### config.mk
export PLATFORM = sky130hd
export DESIGN_NAME = lut_xor_chain_cipher_core
export DESIGN_NICKNAME = d
export VERILOG_FILES = /design/src/design/lxc_pkg.sv /design/src/design/lxc_ctrl.sv /design/src/design/lxc_dp.sv /design/src/design/lut_xor_chain_cipher_core.sv
export SDC_FILE = /design/constraint.sdc
export NUM_CORES = 2
export LEC_CHECK = 0
export BUFFER_PORTS_ARGS = -buffer_cell sky130_fd_sc_hd__buf_2
export CORE_ASPECT_RATIO = 0.8
export CORE_UTILIZATION = 44
export CTS_CLUSTER_DIAMETER = 30
export DETAILED_ROUTE_END_ITERATION = 6
export PLACE_DENSITY = 0.58
export SYNTH_ARGS = -nofsm -noshare
export SYNTH_HDL_FRONTEND = slang
export SYNTH_MEMORY_MAX_BITS = 65536
export SYNTH_SLANG_ARGS = --single-unit
### constraint.sdc
create_clock -name clk -period 17.65 [get_ports clk]
set_clock_uncertainty 0.1 [all_clocks]
set_input_delay 4.4125 -clock clk [delete_from_list [all_inputs] [get_ports clk]]
set_output_delay 4.4125 -clock clk [all_outputs]
set_load 0.05 [all_outputs]
### src/design/lxc_pkg.sv
// Shared constants, derived widths and the controller/datapath command and
// status structs of the table-keyed chained XOR byte cipher.
// No dependencies; imported by every module of the block.
package lxc_pkg;

  localparam int LUT_ENTRIES = 512;
  localparam int LUT_MAX     = 256;
  localparam int MAX_BYTES   = 64;

  localparam int KEY_AW  = $clog2(LUT_ENTRIES);
  localparam int FILL_W  = $clog2(LUT_ENTRIES + 1);
  localparam int BUF_AW  = (MAX_BYTES > 1) ? $clog2(MAX_BYTES) : 1;
  localparam int CNT_W   = $clog2(MAX_BYTES + 1);
  localparam int LMAX_W  = $clog2(LUT_MAX + 1);

  localparam int SEED_W    = 31;
  localparam int GEN_MUL_W = 15;
  localparam int PROD_W    = SEED_W + GEN_MUL_W;

  localparam logic [SEED_W-1:0]    GEN_SEED0 = 31'h000a_2c2a;
  localparam logic [GEN_MUL_W-1:0] GEN_MUL   = 15'h41a7;
  localparam logic [SEED_W-1:0]    GEN_MOD   = 31'h7fff_ffff;
  localparam logic [LMAX_W-1:0]    LUT_MAX_C = LMAX_W'(LUT_MAX);

  typedef struct packed {
    logic gen_mul;     // seed * multiplier into the product register
    logic gen_red;     // reduce product mod 2^31-1 into the seed
    logic key_wr;      // scale seed to a key byte and write the table
    logic load;        // store an accepted message word
    logic proc_start;  // message complete: clear chain and byte index
    logic proc;        // run the reverse chaining pass
    logic emit_start;  // clear the output index
    logic emit;        // stream results in original order
    logic msg_end;     // drop the byte count for the next message
  } lxc_cmd_t;

  typedef struct packed {
    logic fill_done;
    logic load_ends;
    logic proc_done;
    logic emit_done;
  } lxc_stat_t;

endpackage

### src/design/lxc_ctrl.sv
// Sequencing controller: key table fill, message load, chaining pass, emit.
// Depends on lxc_pkg for the command and status structs.
module lxc_ctrl (
  input  logic             clk,
  input  logic             rst,
  input  logic             in_valid,
  output logic             in_ready,
  input  lxc_pkg::lxc_stat_t st,
  output lxc_pkg::lxc_cmd_t  cmd
);
  import lxc_pkg::*;

  localparam logic [2:0] S_FMUL = 3'd0;
  localparam logic [2:0] S_FRED = 3'd1;
  localparam logic [2:0] S_FKEY = 3'd2;
  localparam logic [2:0] S_LOAD = 3'd3;
  localparam logic [2:0] S_PROC = 3'd4;
  localparam logic [2:0] S_EMIT = 3'd5;

  logic [2:0] state;
  logic [2:0] state_next;

  always_comb begin
    state_next = state;
    cmd        = '0;
    in_ready   = 1'b0;
    unique case (state)
      S_FMUL: begin
        if (st.fill_done) begin
          state_next = S_LOAD;
        end else begin
          cmd.gen_mul = 1'b1;
          state_next  = S_FRED;
        end
      end
      S_FRED: begin
        cmd.gen_red = 1'b1;
        state_next  = S_FKEY;
      end
      S_FKEY: begin
        cmd.key_wr = 1'b1;
        state_next = S_FMUL;
      end
      S_LOAD: begin
        in_ready = 1'b1;
        if (in_valid) begin
          cmd.load = 1'b1;
          if (st.load_ends) begin
            cmd.proc_start = 1'b1;
            state_next     = S_PROC;
          end
        end
      end
      S_PROC: begin
        cmd.proc = 1'b1;
        if (st.proc_done) begin
          cmd.emit_start = 1'b1;
          state_next     = S_EMIT;
        end
      end
      S_EMIT: begin
        cmd.emit = 1'b1;
        if (st.emit_done) begin
          cmd.msg_end = 1'b1;
          state_next  = S_LOAD;
        end
      end
      default: begin
        state_next = S_FMUL;
      end
    endcase
  end

  always_ff @(posedge clk) begin
    if (rst) begin
      state <= S_FMUL;
    end else begin
      state <= state_next;
    end
  end

endmodule

### src/design/lxc_dp.sv
// Datapath: key generator, key table and message buffer memories, counters,
// chaining XOR and output register. Depends on lxc_pkg.
module lxc_dp (
  input  logic              clk,
  input  logic              rst,
  input  logic              cfg_we,
  input  logic              cfg_wdata,
  input  lxc_pkg::lxc_cmd_t cmd,
  output lxc_pkg::lxc_stat_t st,
  input  logic [7:0]        data_byte,
  input  logic              last_byte,
  output logic              out_valid,
  input  logic              out_ready,
  output logic [7:0]        out_byte,
  output logic              out_last
);
  import lxc_pkg::*;

  logic                    direction;
  logic [SEED_W-1:0]       seed;
  logic [PROD_W-1:0]       prod;
  logic [FILL_W-1:0]       fill_idx;
  logic [7:0]              key_mem [LUT_ENTRIES];
  logic [7:0]              ka_q;
  logic [7:0]              kb_q;
  logic [7:0]              buf_mem [MAX_BYTES];
  logic [7:0]              buf_q;
  logic [CNT_W-1:0]        byte_count;
  logic [CNT_W-1:0]        proc_k;
  logic                    pend;
  logic [BUF_AW-1:0]       pend_idx;
  logic [7:0]              chain;
  logic [CNT_W-1:0]        emit_j;
  logic                    out_valid_q;
  logic                    out_last_q;

  // generator reduction: 2^31 == 1 mod 2^31-1
  logic [GEN_MUL_W-1:0]     red_hi;
  logic [SEED_W:0]          red_sum;
  logic [SEED_W:0]          red_val;
  logic [SEED_W-1:0]        seed_red;
  logic [SEED_W-1:0]        seed_next;
  // key scaling: floor(seed * LUT_MAX / (2^31-1))
  logic [SEED_W+LMAX_W-1:0] kx;
  logic [LMAX_W-1:0]        khi;
  logic [SEED_W:0]          ksum;
  logic [LMAX_W-1:0]        kq;
  logic [7:0]               key_val;

  logic                     proc_issue;
  logic [CNT_W-1:0]         proc_pos;
  logic [BUF_AW-1:0]        proc_idx;
  logic [KEY_AW-1:0]        ka_addr;
  logic [KEY_AW-1:0]        kb_addr;
  logic                     emit_adv;
  logic                     buf_ren;
  logic [BUF_AW-1:0]        buf_raddr;
  logic [7:0]               res_byte;
  logic [7:0]               cipher_byte;

  always_comb begin
    red_hi    = prod[PROD_W-1:SEED_W];
    red_sum   = {1'b0, prod[SEED_W-1:0]} + (SEED_W + 1)'(red_hi);
    red_val   = (red_sum >= {1'b0, GEN_MOD}) ? red_sum - {1'b0, GEN_MOD} : red_sum;
    seed_red  = red_val[SEED_W-1:0];
    seed_next = (seed_red == '0) ? SEED_W'(1) : seed_red;

    kx      = {{LMAX_W{1'b0}}, seed} * {{SEED_W{1'b0}}, LUT_MAX_C};
    khi     = kx[SEED_W+LMAX_W-1:SEED_W];
    ksum    = {1'b0, kx[SEED_W-1:0]} + (SEED_W + 1)'(khi);
    kq      = khi + LMAX_W'(ksum >= {1'b0, GEN_MOD});
    key_val = 8'(kq);
  end

  always_comb begin
    proc_issue  = cmd.proc && (proc_k != byte_count);
    proc_pos    = byte_count - CNT_W'(1) - proc_k;
    proc_idx    = BUF_AW'(proc_pos);
    ka_addr     = KEY_AW'({proc_k, 1'b0});
    kb_addr     = KEY_AW'({proc_k, 1'b1});
    emit_adv    = cmd.emit && (emit_j != byte_count) && (!out_valid_q || out_ready);
    buf_ren     = proc_issue || emit_adv;
    buf_raddr   = cmd.emit ? BUF_AW'(emit_j) : proc_idx;
    res_byte    = buf_q ^ ka_q ^ chain;
    cipher_byte = direction ? buf_q : res_byte;
  end

  always_comb begin
    st.fill_done = (fill_idx == FILL_W'(LUT_ENTRIES));
    st.load_ends = last_byte || (byte_count == CNT_W'(MAX_BYTES - 1));
    st.proc_done = (proc_k == byte_count) && !pend;
    st.emit_done = (emit_j == byte_count) && !out_valid_q;
  end

  // key table: one write port for the fill, two registered read ports
  always_ff @(posedge clk) begin
    if (cmd.key_wr) begin
      key_mem[fill_idx[KEY_AW-1:0]] <= key_val;
    end
    if (proc_issue) begin
      ka_q <= key_mem[ka_addr];
      kb_q <= key_mem[kb_addr];
    end
  end

  // message buffer: results overwrite their source bytes in place
  always_ff @(posedge clk) begin
    if (cmd.load) begin
      buf_mem[BUF_AW'(byte_count)] <= data_byte;
    end else if (pend) begin
      buf_mem[pend_idx] <= res_byte;
    end
    if (buf_ren) begin
      buf_q <= buf_mem[buf_raddr];
    end
  end

  always_ff @(posedge clk) begin
    if (cmd.gen_mul) begin
      prod <= {{GEN_MUL_W{1'b0}}, seed} * {{SEED_W{1'b0}}, GEN_MUL};
    end
    if (proc_issue) begin
      pend_idx <= proc_idx;
    end
    if (emit_adv) begin
      out_last_q <= (emit_j == byte_count - CNT_W'(1));
    end
  end

  always_ff @(posedge clk) begin
    if (rst) begin
      direction   <= 1'b0;
      seed        <= GEN_SEED0;
      fill_idx    <= '0;
      byte_count  <= '0;
      proc_k      <= '0;
      pend        <= 1'b0;
      chain       <= '0;
      emit_j      <= '0;
      out_valid_q <= 1'b0;
    end else begin
      if (cfg_we) begin
        direction <= cfg_wdata;
      end
      if (cmd.gen_red) begin
        seed <= seed_next;
      end
      if (cmd.key_wr) begin
        fill_idx <= fill_idx + FILL_W'(1);
      end
      if (cmd.msg_end) begin
        byte_count <= '0;
      end else if (cmd.load) begin
        byte_count <= byte_count + CNT_W'(1);
      end
      if (cmd.proc_start) begin
        proc_k <= '0;
      end else if (proc_issue) begin
        proc_k <= proc_k + CNT_W'(1);
      end
      pend <= proc_issue;
      if (cmd.proc_start) begin
        chain <= '0;
      end else if (pend) begin
        chain <= cipher_byte ^ kb_q;
      end
      if (cmd.emit_start) begin
        emit_j <= '0;
      end else if (emit_adv) begin
        emit_j <= emit_j + CNT_W'(1);
      end
      if (emit_adv) begin
        out_valid_q <= 1'b1;
      end else if (out_ready) begin
        out_valid_q <= 1'b0;
      end
    end
  end

  assign out_valid = out_valid_q;
  assign out_byte  = buf_q;
  assign out_last  = out_last_q;

endmodule

### src/design/lut_xor_chain_cipher_core.sv
// Top level of the table-keyed chained XOR byte cipher.
// Instantiates lxc_ctrl and lxc_dp; depends on lxc_pkg.
//
// After reset the block builds a 512-byte key table from a minimal-standard
// multiplicative generator (x * 16807 mod 2^31-1, seed 0xa2c2a), one entry
// at a time through one multiply, one reduce and one scale-and-write step;
// in_ready stays low until the table is full. It then takes message words
// one per cycle into a 64-byte buffer until a word marked last_byte, or
// until the 64th word, which closes the message on its own. The message is
// then chained from its final byte back to its first: each result is the
// byte XOR key[2k] XOR the running chain byte, and the chain takes
// key[2k+1] XOR the ciphertext byte (the result when encrypting, the input
// when decrypting). The pass handles one byte per cycle through the
// registered key and buffer reads. Results are written back in place and
// streamed out in original order, one word per cycle while out_ready is
// high, with out_last on the final one. The block accepts no new word until
// the previous message has fully drained.
// cfg_wdata selects the direction (0 encrypt, 1 decrypt); write it only
// while the block is idle.
module lut_xor_chain_cipher_core (
  input  logic       clk,
  input  logic       rst,
  input  logic       cfg_we,
  input  logic       cfg_wdata,
  input  logic       in_valid,
  output logic       in_ready,
  input  logic [7:0] data_byte,
  input  logic       last_byte,
  output logic       out_valid,
  input  logic       out_ready,
  output logic [7:0] out_byte,
  output logic       out_last
);
  import lxc_pkg::*;

  lxc_cmd_t  cmd;
  lxc_stat_t st;

  // sequence fill, load, chaining pass and emit
  lxc_ctrl u_ctrl (
    .clk      (clk),
    .rst      (rst),
    .in_valid (in_valid),
    .in_ready (in_ready),
    .st       (st),
    .cmd      (cmd)
  );

  // generator, memories, chain and output register
  lxc_dp u_dp (
    .clk       (clk),
    .rst       (rst),
    .cfg_we    (cfg_we),
    .cfg_wdata (cfg_wdata),
    .cmd       (cmd),
    .st        (st),
    .data_byte (data_byte),
    .last_byte (last_byte),
    .out_valid (out_valid),
    .out_ready (out_ready),
    .out_byte  (out_byte),
    .out_last  (out_last)
  );

  // loading and emitting never overlap
  a_no_load_while_emit: assert property (@(posedge clk) disable iff (rst)
    in_ready |-> !out_valid)
    else $error("input accepted while a result is pending");

  // nothing follows the final word of a message
  a_last_drains: assert property (@(posedge clk) disable iff (rst)
    (out_valid && out_ready && out_last) |=> !out_valid)
    else $error("result presented after the final word");

  // a started chaining pass always has at least one byte to process
  a_proc_only_in_pass: assert property (@(posedge clk) disable iff (rst)
    cmd.proc_start |=> !st.proc_done)
    else $error("chaining pass finished with no bytes");

endmodule
Yosys cells after proc, flatten, opt, wreduce, memory -nomap -nowiden
Memories as Yosys holds them, arrays and structs flattened. A register that Yosys moved wholly into a read port is not among the register bits.
Cells that the tools add are included.
{"block": "classes", "n_reduce_logical": 18, "n_eq_ne": 16, "magnitude_cmp": 2, "add_sub_neg": 10, "n_bitwise": 3, "muxes": 34, "mul": 1}
{"op": "32-bit by 31-bit greater-or-equal comparator with 1-bit output, second input constant", "count": 2}
{"op": "31-bit 2-to-1 mux", "count": 2}
{"op": "31-bit by 15-bit multiplier with 46-bit output, second input constant", "count": 1}
{"op": "31-bit by 15-bit adder with 32-bit output", "count": 1}
{"op": "31-bit by 8-bit adder with 32-bit output", "count": 1}
{"op": "31-bit zero test", "count": 1}
{"op": "31-bit subtractor, second input constant", "count": 1}
{"op": "8-bit bitwise XOR", "count": 3}
{"op": "7-bit by 1-bit adder with 7-bit output, second input constant", "count": 3}
{"op": "7-bit equality test", "count": 3}
{"op": "1-bit 2-to-1 mux", "count": 18}
{"op": "8-bit 2-to-1 mux", "count": 2}
{"op": "3-bit one-hot mux with 5 select lines", "count": 1}
{"op": "7-bit != test", "count": 2}
{"op": "3-bit 2-to-1 mux", "count": 4}
{"op": "6-bit 2-to-1 mux", "count": 2}
{"op": "10-bit by 1-bit adder with 10-bit output, second input constant", "count": 1}
{"op": "10-bit equality test, second input constant", "count": 1}
{"op": "2-bit 2-to-1 mux", "count": 5}
{"op": "8-bit by 1-bit adder with 8-bit output", "count": 1}
{"op": "2-bit != test, second input constant", "count": 4}
{"op": "8-bit OR reduction", "count": 1}
{"op": "7-bit by 6-bit equality test with 1-bit output, second input constant", "count": 1}
{"op": "7-bit by 1-bit subtractor with 7-bit output, second input constant", "count": 1}
{"op": "other kinds (11)", "count": 22}
{"block": "word_totals", "regBits": 129, "word_cells": 99, "ram_bits": 4608, "mem_count": 2}
{"memory": "u_dp.key_mem", "words": 512, "width": 8, "rd": 2, "rd_clocked_by_memory_dff": 2, "write_ports": 1, "line": "lxc_dp.sv:23", "source": "logic [7:0] key_mem [LUT_ENTRIES];"}
{"memory": "u_dp.buf_mem", "words": 64, "width": 8, "rd": 1, "rd_clocked_by_memory_dff": 1, "write_ports": 1, "line": "lxc_dp.sv:26", "source": "logic [7:0] buf_mem [MAX_BYTES];"}

Logic depth before layout (Yosys ltp)
{"block": "depth", "depth_word": 9, "depth_mapped": 25, "ltp_nobuf": 25}

Hierarchy
A second synthesis with hierarchy kept.
{"block": "unflattened", "hier_cells": 5914, "hier_area_um2": 115039.1}
{"module": "lxc_dp", "n_inst": 1, "cells_per_inst": 5886, "area_per_inst_um2": 114823.9}
{"module": "lxc_ctrl", "n_inst": 1, "cells_per_inst": 28, "area_per_inst_um2": 215.2}

Worst setup path before layout
No wires, ideal clock.
{"block": "synth_path", "path_type": "flip-flop to flip-flop", "startpoint": "reg u_dp.seed[3]", "endpoint": "mem u_dp.key_mem[0][6] (data pin)", "slack_ns": 7.053, "stages_incl_launch_ff": 8, "arrival_time_ns": 8.849, "cell_sequence": "dfxtp_1 -> ha_1 -> nand4_1 -> nor4_1 -> ha_1 -> ha_1 -> nand3_1 -> xnor2_1"}
{"block": "synth_via", "elab_chain_len": 3}
{"item": "start: declaration", "line": "lxc_dp.sv:20", "source": "logic [SEED_W-1:0] seed;"}
{"item": "start signal: assignment", "line": "lxc_dp.sv:146", "source": "seed <= seed_next;"}
{"item": "31-bit by 8-bit adder with 32-bit output", "line": "lxc_dp.sv:70", "source": "ksum = {1'b0, kx[SEED_W-1:0]} + (SEED_W + 1)'(khi);"}
{"item": "32-bit by 31-bit greater-or-equal comparator with 1-bit output", "line": "lxc_dp.sv:71", "source": "kq = khi + LMAX_W'(ksum >= {1'b0, GEN_MOD});"}
{"item": "8-bit by 1-bit adder with 8-bit output", "line": "lxc_dp.sv:71"}
{"item": "via u_dp.kq[6]", "line": "lxc_dp.sv:47", "source": "logic [LMAX_W-1:0] kq;"}
{"item": "end: declaration", "line": "lxc_dp.sv:23"}
The timed path passes the listed nets, and every way through them passes these cells.

Worst setup path after layout
{"block": "layout_path", "startpoint": "reg u_ctrl.state[0]", "endpoint": "out in_ready"}
{"block": "layout_via", "elab_chain_len": 2}
{"item": "start: declaration", "line": "lxc_ctrl.sv:20", "source": "logic [2:0] state;"}
{"item": "start signal: assignment", "line": "lxc_ctrl.sv:78", "source": "state <= state_next;"}
{"item": "3-bit by 2-bit equality test with 1-bit output", "line": "lxc_ctrl.sv:27", "source": "unique case (state)"}
{"item": "1-bit 2-to-1 mux", "line": "lxc_ctrl.sv:27"}
{"item": "end: declaration", "line": "lut_xor_chain_cipher_core.sv:26", "source": "output logic in_ready,"}
No other way between the ends.

==> metrics.md <==
| Metric | Value |
|---|---|
| DR vias | just over 60000 |
| Critical Path Source Type | flip-flop |
| Hold_buf cts | 0 |
| Worst-path fanout max | 7 |
| Starting density of the core | 0.444 |
| Drt pass-1 iters | 5 |
| Core area | 260000 um^2 |
| Initial DRC count | between 6000 and 7000 |
| Clock Sinks | 2713 |
| Mean post-synth cell area | about 18 um^2 |
| Cells after Synth | 6459 |
| Area fraction in compound gates after synthesis | 0.0411 |
| Synth Area in XOR/XNOR | 0.0115 |
| Critical Path Sink Type | primary output |
| Global Route Usage Sum | 0.218 |
| Final setup TNS | 0 ns |
| Residual DRC | 0 |
| RSZ-0062 raised after global routing | no |
| Maximum root-to-sink buffer count | 4 |
| Post-DR wirelength/cell | 27.4 um |
| Remaining Overflow, GRT | 0 |
| Final hold viol count | 0 |
| Peak Freq | 143 MHz |
| Vias in the first global route | between 60000 and 70000 |
| Max-cap viol count | 0 |
| CTS H-tree depth | 5 |
| Post-synth top area share | 0.685 |
| Fillers | 20500 |
| First-pass GRT wire length | 423 mm |
| Vias/cell | 5.77 |
| Pin count of the biggest net entering global routing | 257 |
| Gpl congestion | 0.832 |
| FF-to-FF path depth | 24 |
| Required @ worst endpoint | 13.14 ns |
| Post-CTS setup buffer count | 0 |
| Non-Filler Instances | 10500 |
| Period Utilization, post-route | 0.397 |
| P_leak | 0.0450 uW |
| Netlist cell types | 84 |
| Sequential cell area fraction in the yosys report | 0.698 |
| Placed insts | 9677 |
| CTS clk-pin slew, worst paths | 0.05 ns |
| Die area | 265000 um^2 |
| Hold path endpoint | u_dp.fill_idx[9]$_SDFFE_PP0P_ |
| Worst Slack Setup Final | 10.64 ns |
| Outcome | completed |
| Worst relative slew slack | 0.118 |
| Synth top area cells | edfxtp_1 (68%), mux4_2 (13%), ha_1 (2.4%), fa_1 (2.3%), nor2_1 (1.4%) |
| Largest family of logic cells by synthesized area | multiplexers |
| Post-DP HPWL | 176 mm |
| Die width | ~580 um |
| DP Worst Slack | 10.47 ns |
| Total Power | 24200 uW |
| Hold path startpoint | u_dp.fill_idx[9]$_SDFFE_PP0P_ |
| Synthesized area | about 120000 um^2 |
| Pwr dens | 178 nW/um^2 |
| Initial antenna violation count | 17 |
| Row Count | ~170 |
| Worst hold path class | flip-flop to flip-flop |
| Reg-to-Reg End | u_dp.prod[44]$_DFFE_PP_ |
| Critical path class | flip-flop to primary output |
| Count leader, synth | edfxtp_1 |
| Yosys top cell by area | edfxtp_1 |
| Worst vdd ir | 515 uV |
| Max-slew violations | 0 |
| Worst Hold Depth | 2 |
| Synth warn | 0 |
| Ports | 26 |
| Clock Tree Root | clkbuf_16 |
| Syn_nets | 6827 |
| Final min period | 7.01 ns |
| CTS tree | done |
| Hold Slack | 0.419 ns |
| Clock latency on the worst-skew pair | 0.93 ns |
| Post-synth top flop | edfxtp_1 |
| Adder-cell share of the synthesized area | 0.0470 |
| Simple-gate area share of the yosys netlist | 0.0462 |
| Worst endpoint data arrival time | between 2 and 2.5 ns |
| Worst-Margin Slew | between 1 and 1.5 ns |
| Seq cells post-synth | 2713 |
| R2r startpoint | u_dp.seed[13]$_SDFFE_PP1P_ |
| Die Ht | between 400 and 500 um |
| Post-synth EDFFs | 2637 |
| Nets | 7045 |
| Setup violations, final | 0 |
| Mux cell area share after synthesis | 0.134 |
| CTS resizes | 0 |
| Reg2Reg Setup Slack | 10.74 ns |
| Top cells by count, synth | edfxtp_1 (2637), mux4_2 (671), nor2_1 (428), nand2_1 (398), inv_1 (316) |
| Area delta synth->final | 17.5% |
| Fraction of layout cells with a size suffix above 1 | 0.234 |
| Async set-reset flop share out of synthesis | 0 |
| Clock buffer count from CTS | around 460 |
| # port buffers | 25 |
| Final WL | slightly below 300 mm |
| Remaining antenna violation count | 0 |
where the power goes:
part	internal, uW	total, uW	switching (uW)
Combinational	2760	7200	4440
Sequential	7710	7830	126
Clock	5870	9120	3250
Total	16300	24200	7810
critical path, cell delays in order (launching register included):
cell     delay (ns)
dfxtp_1        0.54
nor2b_1        0.18
buf_4          0.19
nand2_1        0.14
inv_1          0.24
buf_2          0.32
layout make-up:
cell class	count	area, um^2	area share
Clock inverter	358	4300	0.0317
Multi-Input combinational cell	3075	32700	0.240
Inverter	319	1200	0.00887
Sequential cell	2713	80700	0.594
Antenna cell	4	10.0	0.0000737
Timing Repair Buffer	106	833	0.00613
Clock buffer	506	11800	0.0867
Tap cell	3464	4330	0.0319
cell usage in the layout (no fill, tap or decap), types with 60 or more instances in the layout:
| cell | synthesis | layout |
|---|---|---|
| xor2_1 | 65 | 64 |
| a211oi_1 | 197 | 197 |
| nand2_1 | 398 | 395 |
| a21oi_1 | 152 | 151 |
| edfxtp_1 | 2637 | 2637 |
| bufinv_16 | 0 | 68 |
| inv_6 | 0 | 60 |
| clkbuf_16 | 0 | 464 |
| fa_1 | 135 | 135 |
| buf_4 | 1 | 73 |
| a31oi_1 | 69 | 69 |
| dfxtp_1 | 76 | 71 |
| ha_1 | 218 | 216 |
| inv_1 | 316 | 316 |
| mux4_2 | 671 | 671 |
| xnor2_1 | 87 | 82 |
| nor2_1 | 428 | 428 |
| a311oi_1 | 69 | 69 |
| and2_1 | 120 | 120 |
metrics by stage:
step	utilization	instance area, um^2
2_1_floorplan	-	116000
3_3_place_gp	0.460	120000
3_5_place_dp	0.460	120000
4_1_cts	0.522	136000
5_1_grt	0.522	136000
6_report	0.522	136000
worst max-delay path by stage:
stage,to,cells past startpoint,from
3_3_place_gp,u_dp.buf_mem[60][0]$_DFFE_PP_,6,in_valid
2_1_floorplan,u_dp.key_mem[0][6]$_DFFE_PP_,7,u_dp.seed[3]$_SDFFE_PP1P_
5_1_grt,u_dp.prod[43]$_DFFE_PP_,23,u_dp.seed[29]$_SDFFE_PP0P_
4_1_cts,in_ready,5,u_ctrl.state[0]$_SDFFE_PP0P_
6_report,in_ready,5,u_ctrl.state[0]$_SDFFE_PP0P_
3_5_place_dp,u_dp.buf_mem[60][0]$_DFFE_PP_,6,in_valid
logic make-up after synthesis:
family,count (synthesis)
compound gates,685
xor+xnor,152
fa+ha+maj,353
buf+inv,671
flops,2713
mux,708
simple gates,1177
state kept, by name (all words and copies together), names as in the netlist, 10 cells and up:
| name | flops |
|---|---|
| u_dp.prod | 46 |
| u_dp.seed | 31 |
| u_dp.key_mem | 2048 |
| u_dp.buf_mem | 512 |
| u_dp.fill_idx | 10 |
layer usage:
metal  GRT usage  routed length [um]  part of all wire  vias to the layer above
met4      0.0485                5270             0.018                        0
met3      0.0401               20400             0.070                      399
li1            -                   -                 -                    26200
met2       0.321              129000              0.45                     2158
met5           0                   0                 0                        -
met1       0.336              135000              0.47                    32100
No activity file was read; power rests on OpenSTA's default activity.
